===== src/hw/rtl/smx_pkg.sv =====
// Package for the softmax normalizer: widths, sizes and the base-2 fraction table.
// No dependencies.
`default_nettype none
package smx_pkg;
   localparam int MaxEntries = 32;
   localparam int IdxW = $clog2(MaxEntries);
   localparam int CntW = $clog2(MaxEntries + 1);
   localparam int LogitW = 16;
   localparam int ProbW = 16;
   localparam int TermW = 17;
   localparam int SumW = 22;
   localparam logic [SumW-1:0] SumLimit = {SumW{1'b1}};
   localparam logic [15:0] Log2eQ15 = 16'd47274;
   localparam int QuotW = 17;

   typedef struct packed {
      logic load;
      logic clear;
      logic div_start;
      logic [IdxW-1:0] idx;
   } ctl_type;

   typedef struct packed {
      logic [CntW-1:0] count;
      logic div_done;
   } stat_type;

   function automatic logic [TermW-1:0] pow2_frac(input logic [3:0] f);
      logic [TermW-1:0] r;
      case (f)
         4'd0: r = 17'd65536;  4'd1: r = 17'd62757;
         4'd2: r = 17'd60097;  4'd3: r = 17'd57549;
         4'd4: r = 17'd55109;  4'd5: r = 17'd52773;
         4'd6: r = 17'd50535;  4'd7: r = 17'd48393;
         4'd8: r = 17'd46341;  4'd9: r = 17'd44376;
         4'd10: r = 17'd42495; 4'd11: r = 17'd40693;
         4'd12: r = 17'd38968; 4'd13: r = 17'd37315;
         4'd14: r = 17'd35734; 4'd15: r = 17'd34219;
         default: r = 17'd65536;
      endcase
      return r;
   endfunction
endpackage
`default_nettype wire


===== src/hw/rtl/smx_if.sv =====
// Valid/ready channel interfaces for logit and probability beats.
// Depends on nothing.
`default_nettype none
interface smx_req_if;
   logic valid;
   logic ready;
   logic signed [15:0] logit;
   logic last_logit;
   modport source (output valid, logit, last_logit, input ready);
   modport sink (input valid, logit, last_logit, output ready);
endinterface

interface smx_rsp_if;
   logic valid;
   logic ready;
   logic [15:0] probability;
   logic last_probability;
   modport source (output valid, probability, last_probability, input ready);
   modport sink (input valid, probability, last_probability, output ready);
endinterface
`default_nettype wire


===== src/hw/rtl/smx_datapath.sv =====
// Softmax datapath: logit store, running max, exponent terms, sum, serial divider.
// Depends on smx_pkg.
`default_nettype none
module smx_datapath (
   input  wire logic clock,
   input  wire logic reset,
   input  wire smx_pkg::ctl_type ctl,
   input  wire logic signed [smx_pkg::LogitW-1:0] logit,
   input  wire logic exp_valid,
   output smx_pkg::stat_type stat,
   output logic [smx_pkg::ProbW-1:0] quotient
);
   logic signed [smx_pkg::LogitW-1:0] logit_mem [smx_pkg::MaxEntries];
   logic [smx_pkg::TermW-1:0] term_mem [smx_pkg::MaxEntries];
   logic signed [smx_pkg::LogitW-1:0] max_ff, max_in, rd_logit_ff;
   logic [smx_pkg::CntW-1:0] cnt_ff, cnt_in;
   logic [smx_pkg::SumW-1:0] sum_ff, sum_in;
   logic [smx_pkg::LogitW-1:0] t_ff;
   logic [31:0] prod_ff;
   logic [smx_pkg::TermW-1:0] term_c, rd_term_ff;
   logic [smx_pkg::IdxW-1:0] widx_ff, widx2_ff, widx3_ff;
   logic v1_ff, v2_ff, v3_ff;
   logic [12:0] v_c;
   logic [22:0] sum_add;
   logic [smx_pkg::SumW:0] rem_ff, rem_in, rem_sh;
   logic [smx_pkg::QuotW-1:0] q_ff, q_in;
   logic [38:0] num_ff, num_in;
   logic [5:0] bit_ff, bit_in;
   logic busy_ff, busy_in, done_ff, done_in;

   always_comb begin
      v_c = 13'((32'(prod_ff) + 32'h40000) >> 19);
      if (v_c[12:4] >= 9'd32) term_c = '0;
      else term_c = smx_pkg::pow2_frac(v_c[3:0]) >> v_c[8:4];
      sum_add = 23'(sum_ff) + 23'(term_c);
   end

   always_comb begin
      max_in = max_ff;
      cnt_in = cnt_ff;
      sum_in = sum_ff;
      if (ctl.load && cnt_ff < smx_pkg::CntW'(smx_pkg::MaxEntries)) begin
         cnt_in = cnt_ff + 1'b1;
         if (logit > max_ff) max_in = logit;
      end
      if (v3_ff) sum_in = sum_add > 23'(smx_pkg::SumLimit) ? smx_pkg::SumLimit : sum_add[21:0];
      if (ctl.clear) begin
         max_in = {1'b1, {(smx_pkg::LogitW-1){1'b0}}};
         cnt_in = '0;
         sum_in = '0;
      end
   end

   always_comb begin
      rem_in = rem_ff;
      q_in = q_ff;
      num_in = num_ff;
      bit_in = bit_ff;
      busy_in = busy_ff;
      done_in = 1'b0;
      rem_sh = {rem_ff[smx_pkg::SumW-1:0], num_ff[38]};
      if (ctl.div_start) begin
         num_in = 39'({6'd0, rd_term_ff, 16'd0} + 39'(sum_ff >> 1));
         rem_in = '0;
         q_in = '0;
         bit_in = 6'd39;
         busy_in = 1'b1;
      end else if (busy_ff) begin
         num_in = num_ff << 1;
         if (rem_sh >= 23'(sum_ff)) begin
            rem_in = rem_sh - 23'(sum_ff);
            q_in = {q_ff[smx_pkg::QuotW-2:0], 1'b1};
         end else begin
            rem_in = rem_sh;
            q_in = {q_ff[smx_pkg::QuotW-2:0], 1'b0};
         end
         bit_in = bit_ff - 1'b1;
         if (bit_ff == 6'd1) begin
            busy_in = 1'b0;
            done_in = 1'b1;
         end
      end
   end

   always_ff @(posedge clock) begin
      if (reset) begin
         max_ff <= {1'b1, {(smx_pkg::LogitW-1){1'b0}}};
         cnt_ff <= '0;
         sum_ff <= '0;
         v1_ff <= 1'b0;
         v2_ff <= 1'b0;
         v3_ff <= 1'b0;
         busy_ff <= 1'b0;
         done_ff <= 1'b0;
      end else begin
         max_ff <= max_in;
         cnt_ff <= cnt_in;
         sum_ff <= sum_in;
         v1_ff <= exp_valid;
         v2_ff <= v1_ff;
         v3_ff <= v2_ff;
         busy_ff <= busy_in;
         done_ff <= done_in;
      end
      rem_ff <= rem_in;
      q_ff <= q_in;
      num_ff <= num_in;
      bit_ff <= bit_in;
      if (ctl.load && cnt_ff < smx_pkg::CntW'(smx_pkg::MaxEntries))
         logit_mem[cnt_ff[smx_pkg::IdxW-1:0]] <= logit;
      rd_logit_ff <= logit_mem[ctl.idx];
      widx_ff <= ctl.idx;
      t_ff <= max_ff - rd_logit_ff;
      widx2_ff <= widx_ff;
      widx3_ff <= widx2_ff;
      prod_ff <= 32'(t_ff) * 32'(smx_pkg::Log2eQ15);
      if (v3_ff) term_mem[widx3_ff] <= term_c;
      rd_term_ff <= term_mem[ctl.idx];
   end

   // exp pipeline: idx -> rd_logit (v1) -> t (v2) -> prod (v3) -> term write
   assign stat.count = cnt_ff;
   assign stat.div_done = done_ff;
   always_comb begin
      if (sum_ff == '0) quotient = '0;
      else if (q_ff > 17'd65535) quotient = 16'hFFFF;
      else quotient = q_ff[15:0];
   end
endmodule
`default_nettype wire


===== src/hw/rtl/smx_ctrl.sv =====
// Softmax controller: load, exponent sweep, divide and emit sequencing.
// Depends on smx_pkg.
`default_nettype none
module smx_ctrl (
   input  wire logic clock,
   input  wire logic reset,
   input  wire logic req_valid,
   input  wire logic req_last,
   output logic req_ready,
   output logic rsp_valid,
   output logic rsp_last,
   input  wire logic rsp_ready,
   input  wire smx_pkg::stat_type stat,
   output smx_pkg::ctl_type ctl,
   output logic exp_valid
);
   typedef enum logic [2:0] {LOAD, EXPS, DRAIN, DIVS, DIVW, EMIT} state_type;
   state_type st_ff;
   logic [smx_pkg::CntW-1:0] idx_ff, n_ff;
   logic [2:0] drain_ff;
   logic acc;

   assign req_ready = (st_ff == LOAD);
   assign acc = req_valid && req_ready;
   assign rsp_valid = (st_ff == EMIT);
   assign rsp_last = (idx_ff + 1'b1 == n_ff);
   assign exp_valid = (st_ff == EXPS);
   always_comb begin
      ctl.load = acc;
      ctl.clear = (st_ff == EMIT) && rsp_ready && rsp_last;
      ctl.div_start = (st_ff == DIVS);
      ctl.idx = idx_ff[smx_pkg::IdxW-1:0];
   end

   always_ff @(posedge clock) begin
      if (reset) begin
         st_ff <= LOAD;
         idx_ff <= '0;
         n_ff <= '0;
         drain_ff <= '0;
      end else begin
         case (st_ff)
            LOAD: begin
               idx_ff <= '0;
               if (acc && req_last) begin
                  n_ff <= (stat.count < smx_pkg::CntW'(smx_pkg::MaxEntries))
                        ? stat.count + 1'b1 : stat.count;
                  st_ff <= EXPS;
               end
            end
            EXPS: begin
               if (idx_ff + 1'b1 == n_ff) begin
                  idx_ff <= '0;
                  drain_ff <= 3'd4;
                  st_ff <= DRAIN;
               end else idx_ff <= idx_ff + 1'b1;
            end
            DRAIN: begin
               drain_ff <= drain_ff - 1'b1;
               if (drain_ff == 3'd1) st_ff <= DIVS;
            end
            DIVS: st_ff <= DIVW;
            DIVW: if (stat.div_done) st_ff <= EMIT;
            EMIT: begin
               if (rsp_ready) begin
                  if (rsp_last) st_ff <= LOAD;
                  else begin
                     idx_ff <= idx_ff + 1'b1;
                     drain_ff <= 3'd1;
                     st_ff <= DRAIN;
                  end
               end
            end
            default: st_ff <= LOAD;
         endcase
      end
   end
endmodule
`default_nettype wire


===== src/hw/rtl/softmax_normalizer_unit.sv =====
// Top level of the softmax normalizer: joins controller and datapath to the channels.
// Depends on smx_pkg, smx_if, smx_ctrl, smx_datapath.
`default_nettype none
// Logits load one beat a cycle while the controller is in its load state. The last
// beat starts a sweep over the stored logits and a pipeline drain computing exponent
// terms, then each probability passes through the one-bit-per-cycle restoring divider
// (start, 39 steps, done) before its beat is offered; each later probability first
// passes through the drain state to fetch its term. No new logits are taken until the
// last probability beat is accepted.
module softmax_normalizer_unit (
   input wire logic clock,
   input wire logic reset,
   smx_req_if.sink req,
   smx_rsp_if.source rsp
);
   smx_pkg::ctl_type ctl;
   smx_pkg::stat_type stat;
   logic exp_valid;

   smx_ctrl u_ctrl (
      .clock, .reset,
      .req_valid(req.valid), .req_last(req.last_logit), .req_ready(req.ready),
      .rsp_valid(rsp.valid), .rsp_last(rsp.last_probability), .rsp_ready(rsp.ready),
      .stat, .ctl, .exp_valid
   );

   smx_datapath u_dp (
      .clock, .reset, .ctl, .logit(req.logit), .exp_valid,
      .stat, .quotient(rsp.probability)
   );

`ifndef ASSERT_OFF
   a_no_overlap: assert property (@(posedge clock) disable iff (reset)
      !(req.ready && rsp.valid)) else $error("load and emit overlap");
   a_count_bound: assert property (@(posedge clock) disable iff (reset)
      stat.count <= smx_pkg::CntW'(smx_pkg::MaxEntries)) else $error("count overflow");
   a_last_clears: assert property (@(posedge clock) disable iff (reset)
      rsp.valid && rsp.ready && rsp.last_probability |=> stat.count == '0)
      else $error("vector not cleared");
`endif
endmodule
`default_nettype wire


===== src/flat_wrapper.sv =====
// flat-port wrapper written by rule: the top's interface ports become plain ports
module softmax_normalizer_unit_flat 
  (clock, reset, req_valid, req_logit, req_last_logit, req_ready, rsp_valid, rsp_probability, rsp_last_probability, rsp_ready);
  smx_req_if req_i ();
  smx_rsp_if rsp_i ();
  input wire logic clock;
  input wire logic reset;
  input wire logic [$bits(req_i.valid)-1:0] req_valid;
  input wire logic [$bits(req_i.logit)-1:0] req_logit;
  input wire logic [$bits(req_i.last_logit)-1:0] req_last_logit;
  output wire logic [$bits(req_i.ready)-1:0] req_ready;
  output wire logic [$bits(rsp_i.valid)-1:0] rsp_valid;
  output wire logic [$bits(rsp_i.probability)-1:0] rsp_probability;
  output wire logic [$bits(rsp_i.last_probability)-1:0] rsp_last_probability;
  input wire logic [$bits(rsp_i.ready)-1:0] rsp_ready;
  assign req_i.valid = req_valid;
  assign req_i.logit = req_logit;
  assign req_i.last_logit = req_last_logit;
  assign req_ready = req_i.ready;
  assign rsp_valid = rsp_i.valid;
  assign rsp_probability = rsp_i.probability;
  assign rsp_last_probability = rsp_i.last_probability;
  assign rsp_i.ready = rsp_ready;
  softmax_normalizer_unit u_core (.clock(clock), .reset(reset), .req(req_i), .rsp(rsp_i));
endmodule

===== config.mk =====
export PLATFORM = sky130hd
export DESIGN_NAME = softmax_normalizer_unit_flat
export DESIGN_NICKNAME = d
export VERILOG_FILES = /design/src/hw/rtl/smx_pkg.sv /design/src/hw/rtl/smx_if.sv /design/src/hw/rtl/smx_datapath.sv /design/src/hw/rtl/smx_ctrl.sv /design/src/hw/rtl/softmax_normalizer_unit.sv /design/src/flat_wrapper.sv
export SDC_FILE = /design/constraint.sdc
export NUM_CORES = 2
export LEC_CHECK = 0
export BUFFER_PORTS_ARGS = -buffer_cell sky130_fd_sc_hd__buf_4
export CORE_UTILIZATION = 45
export DETAILED_ROUTE_END_ITERATION = 16
export MAX_ROUTING_LAYER = met4
export PLACE_DENSITY = 0.59
export SYNTH_ARGS = -nofsm -noshare
export SYNTH_HDL_FRONTEND = slang
export SYNTH_SLANG_ARGS = --single-unit

===== constraint.sdc =====
create_clock -name clock -period 10.4 [get_ports clock]
set_input_delay 1.04 -clock clock [delete_from_list [all_inputs] [get_ports clock]]
set_output_delay 1.04 -clock clock [all_outputs]
set_load 0.02 [all_outputs]

==> run metrics <==
outcome finished, final reports clean; number of nets with antenna violations after routing 0; clock buffers created by TritonCTS 136; clock transition at the register clock pins on the worst setup and hold paths after CTS 60 ps; setup fix buffers added after clock tree synthesis 0; Hold Violations, Final 0; HPWL after detailed placement 79.6 mm; nature of the critical path startpoint flop; Syn Area/Cell 16.2 um^2; Sink Count 1285; via count 30900; crit end category flop; Main synth FF type sky130_fd_sc_hd__edfxtp_1; core outline area 126000 um^2; netlist area before placement 57500 um^2; fraction of the yosys area taken by sequential cells 0.637; clk buf depth 3; critical path required time 11100 ps; cts-stage hold buffer count 0; busiest layer in global routing met2; overall routed net length 131 mm; GRT Resource Usage Total 0.212; initial antenna violation count 2; Synth Net Count 3878; number of distinct standard cells referenced by the synthesized netlist 99; Yosys Warn Count 0; final-stage net count 4002; cells along the critical path ha_1 > xnor2_1 > inv_1 > ha_1 > a21oi_1 > a32o_1 > mux2i_1 > o2bb2ai_1 > or4_1 > o221ai_2 > buf_4 > ha_1 > inv_1 > fa_1 > nand2b_1 > a21oi_1 > o211a_1 > nor2_1 > o31ai_1 > a21oi_1 > o31ai_4 > o221a_2; Buffers on Ports 39; clock root buffer sky130_fd_sc_hd__clkbuf_16; fraction of final layout cells with drive strength greater than 1 0.214; largest fanout on the critical path 33; Die Footprint 129000 um^2; tightest slew margin relative to the limit 0.258; MaxCap Viol Count 0; type of the worst setup path flop to flop; total negative setup slack 0 ps; slowest cell on the critical path sky130_fd_sc_hd__o31ai_4; FP Rows 130; DRC violation count after routing 0; Starting Density 0.456; drt first pass iters 5; layout filler cell count 10300; asr flop ratio synth 0; number of vias per cell after detailed routing 5.69; setup repair after global routing missed its margin false; Buf/Inv on CP 3; met3 track demand over resource in global routing 0.0371; clock latency at the later pin of the worst-skew pair 760 ps; Final Critical Period 6690 ps; number of H-tree branching levels 4; most frequent cell after synthesis sky130_fd_sc_hd__edfxtp_1; flops & latches, synth 1285; 1st-iter DRT viols 2586; number of setup violations in the final report 0; TritonCTS clock tree built; max frequency 150 MHz; I/O pin count 40; Critical Path AT 7390 ps; final worst-path cycle share 0.643; maximum number of pins on one net before global-route repair 114; GP Congestion 0.811; global routing usage on met1 0.295; number of flops mapped to enable cells by yosys 1095; total count of max-transition violations in the final report 0; most frequent cells after synthesis sky130_fd_sc_hd__edfxtp_1 (1095), sky130_fd_sc_hd__mux4_2 (330), sky130_fd_sc_hd__ha_1 (226); first-pass GRT wire length 199 mm; Avg WL per Cell 24.1 um; leading post-synthesis cells by cell area sky130_fd_sc_hd__edfxtp_1 (57%), sky130_fd_sc_hd__mux4_2 (13%), sky130_fd_sc_hd__dfxtp_1 (6.6%), sky130_fd_sc_hd__ha_1 (4.9%), sky130_fd_sc_hd__fa_1 (2.5%); Worst Skew 25.8 ps; Top delay family on crit path compound AO/OA/AOI/OAI gates; synthesis-to-finish area growth 12.4%; Post-Syn Instances 3558; via count of the first global-routing pass 31200; cell taking the most area after synthesis sky130_fd_sc_hd__edfxtp_1; slowest cell delay on critical path 690 ps; fraction of met2 tracks used by global routing 0.326; die span in y 360 um; class of the worst hold path flop to flop; DIE WIDTH 360 um; total global routing overflow 0; measured slew at the worst slew-check pin 1110 ps; share of Yosys cell area claimed by the top area cell type 0.571; quantity of gates resized following cts 0
[worst register-to-register path, stage by stage, from the launching register on]
cell,delay [ps]
sky130_fd_sc_hd__dfxtp_1,380
sky130_fd_sc_hd__ha_1,340
sky130_fd_sc_hd__xnor2_1,610
sky130_fd_sc_hd__inv_1,280
sky130_fd_sc_hd__ha_1,320
sky130_fd_sc_hd__a21oi_1,190
sky130_fd_sc_hd__a32o_1,180
sky130_fd_sc_hd__mux2i_1,130
sky130_fd_sc_hd__o2bb2ai_1,200
sky130_fd_sc_hd__or4_1,490
sky130_fd_sc_hd__o221ai_2,80
sky130_fd_sc_hd__buf_4,330
sky130_fd_sc_hd__ha_1,260
sky130_fd_sc_hd__inv_1,70
sky130_fd_sc_hd__fa_1,400
sky130_fd_sc_hd__nand2b_1,180
sky130_fd_sc_hd__a21oi_1,250
sky130_fd_sc_hd__o211a_1,220
sky130_fd_sc_hd__nor2_1,60
sky130_fd_sc_hd__o31ai_1,430
sky130_fd_sc_hd__a21oi_1,210
sky130_fd_sc_hd__o31ai_4,690
sky130_fd_sc_hd__o221a_2,330
[registers in the layout, indices dropped and copies added (netlist names), 3 cells and up]
name,count
u_core.u_dp.widx_ff,5
u_core.u_dp.max_ff,16
u_core.u_dp.rd_logit_ff,16
u_core.u_dp.cnt_ff,6
u_core.u_dp.rem_ff,22
u_core.u_dp.t_ff,16
u_core.u_dp.q_ff,17
u_core.u_ctrl.drain_ff,3
u_core.u_dp.logit_mem,512
u_core.u_dp.bit_ff,6
u_core.u_dp.sum_ff,22
u_core.u_dp.prod_ff,14
u_core.u_dp.widx2_ff,5
u_core.u_dp.rd_term_ff,17
u_core.u_ctrl.st_ff,3
u_core.u_dp.num_ff,39
u_core.u_ctrl.n_ff,6
u_core.u_dp.term_mem,544
u_core.u_ctrl.idx_ff,6
u_core.u_dp.widx3_ff,5
[final timing paths]
| kind | start | to | slack (ps) | depth (start not counted) |
|---|---|---|---|---|
| worst min register to register | u_core.u_dp.widx_ff[3] | u_core.u_dp.widx2_ff[3] | 320 | 0 |
| worst max-delay path | u_core.u_dp.prod_ff[18] | u_core.u_dp.sum_ff[5] | 3710 | 22 |
| worst max register to register | u_core.u_dp.prod_ff[18] | u_core.u_dp.sum_ff[5] | 3710 | 22 |
| worst min-delay path | u_core.u_dp.widx_ff[3] | u_core.u_dp.widx2_ff[3] | 320 | 0 |
[layer usage]
| layer | part of all wire | up-vias |
|---|---|---|
| met2 | 0.48 | 744 |
| met3 | 0.053 | 147 |
| met1 | 0.45 | 16000 |
| met4 | 0.017 | 0 |
| met5 | 0 | - |
| li1 | - | 14000 |
[cell type report]
cell class	count	area [um^2]	share of cell area
Sequential cell	1285	36700	0.567
Multi-Input combinational cell	1901	19700	0.304
Clock buffer	170	3650	0.0565
Tap cell	1650	2060	0.0319
Timing Repair Buffer	141	1070	0.0166
Inverter	217	815	0.0126
Clock inverter	71	722	0.0112
Antenna cell	2	5.00	0.0000773
[cell usage in the layout, fill, tap and decap left out, types with 24 or more instances in the layout]
cell type	n
sky130_fd_sc_hd__o21ai_0	105
sky130_fd_sc_hd__nor2_1	154
sky130_fd_sc_hd__xor2_1	37
sky130_fd_sc_hd__edfxtp_1	1095
sky130_fd_sc_hd__nand3_1	46
sky130_fd_sc_hd__nand2_1	223
sky130_fd_sc_hd__nand4_1	29
sky130_fd_sc_hd__inv_1	215
sky130_fd_sc_hd__clkbuf_16	138
sky130_fd_sc_hd__fa_1	73
sky130_fd_sc_hd__nor3_1	26
sky130_fd_sc_hd__mux2i_1	65
sky130_fd_sc_hd__buf_4	140
sky130_fd_sc_hd__a21oi_1	94
sky130_fd_sc_hd__mux4_2	330
sky130_fd_sc_hd__xnor2_1	62
sky130_fd_sc_hd__ha_1	226
sky130_fd_sc_hd__nor2_2	63
sky130_fd_sc_hd__clkbuf_1	24
sky130_fd_sc_hd__dfxtp_1	184
[cells by family after synthesis]
kind of cell / Yosys count / synth area share
fa+ha+maj: 299 / 0.0745
xor+xnor: 105 / 0.0172
simple gates: 689 / 0.0559
flops: 1285 / 0.637
mux: 398 / 0.141
compound gates: 410 / 0.0481
buf+inv: 372 / 0.0257
[stage by stage]
stage | utilization | hold slack [ps] | cells | instance area [um^2] | worst slack (ps)
floorplan | - | 310 | 3558 | 57500 | 3540
global placement | 0.478 | 310 | 5194 | 60300 | 3810
detailed placement | 0.478 | 312 | 5194 | 60300 | 3790
CTS | 0.513 | 320 | 5435 | 64700 | 3740
global route | 0.513 | 322 | 5435 | 64700 | 3050
finish | 0.513 | 318 | 5437 | 64700 | 3710
Power is left out: the tool's default activity adds up to more than one toggle a clock period on the data nets, which glitch-free logic cannot reach.
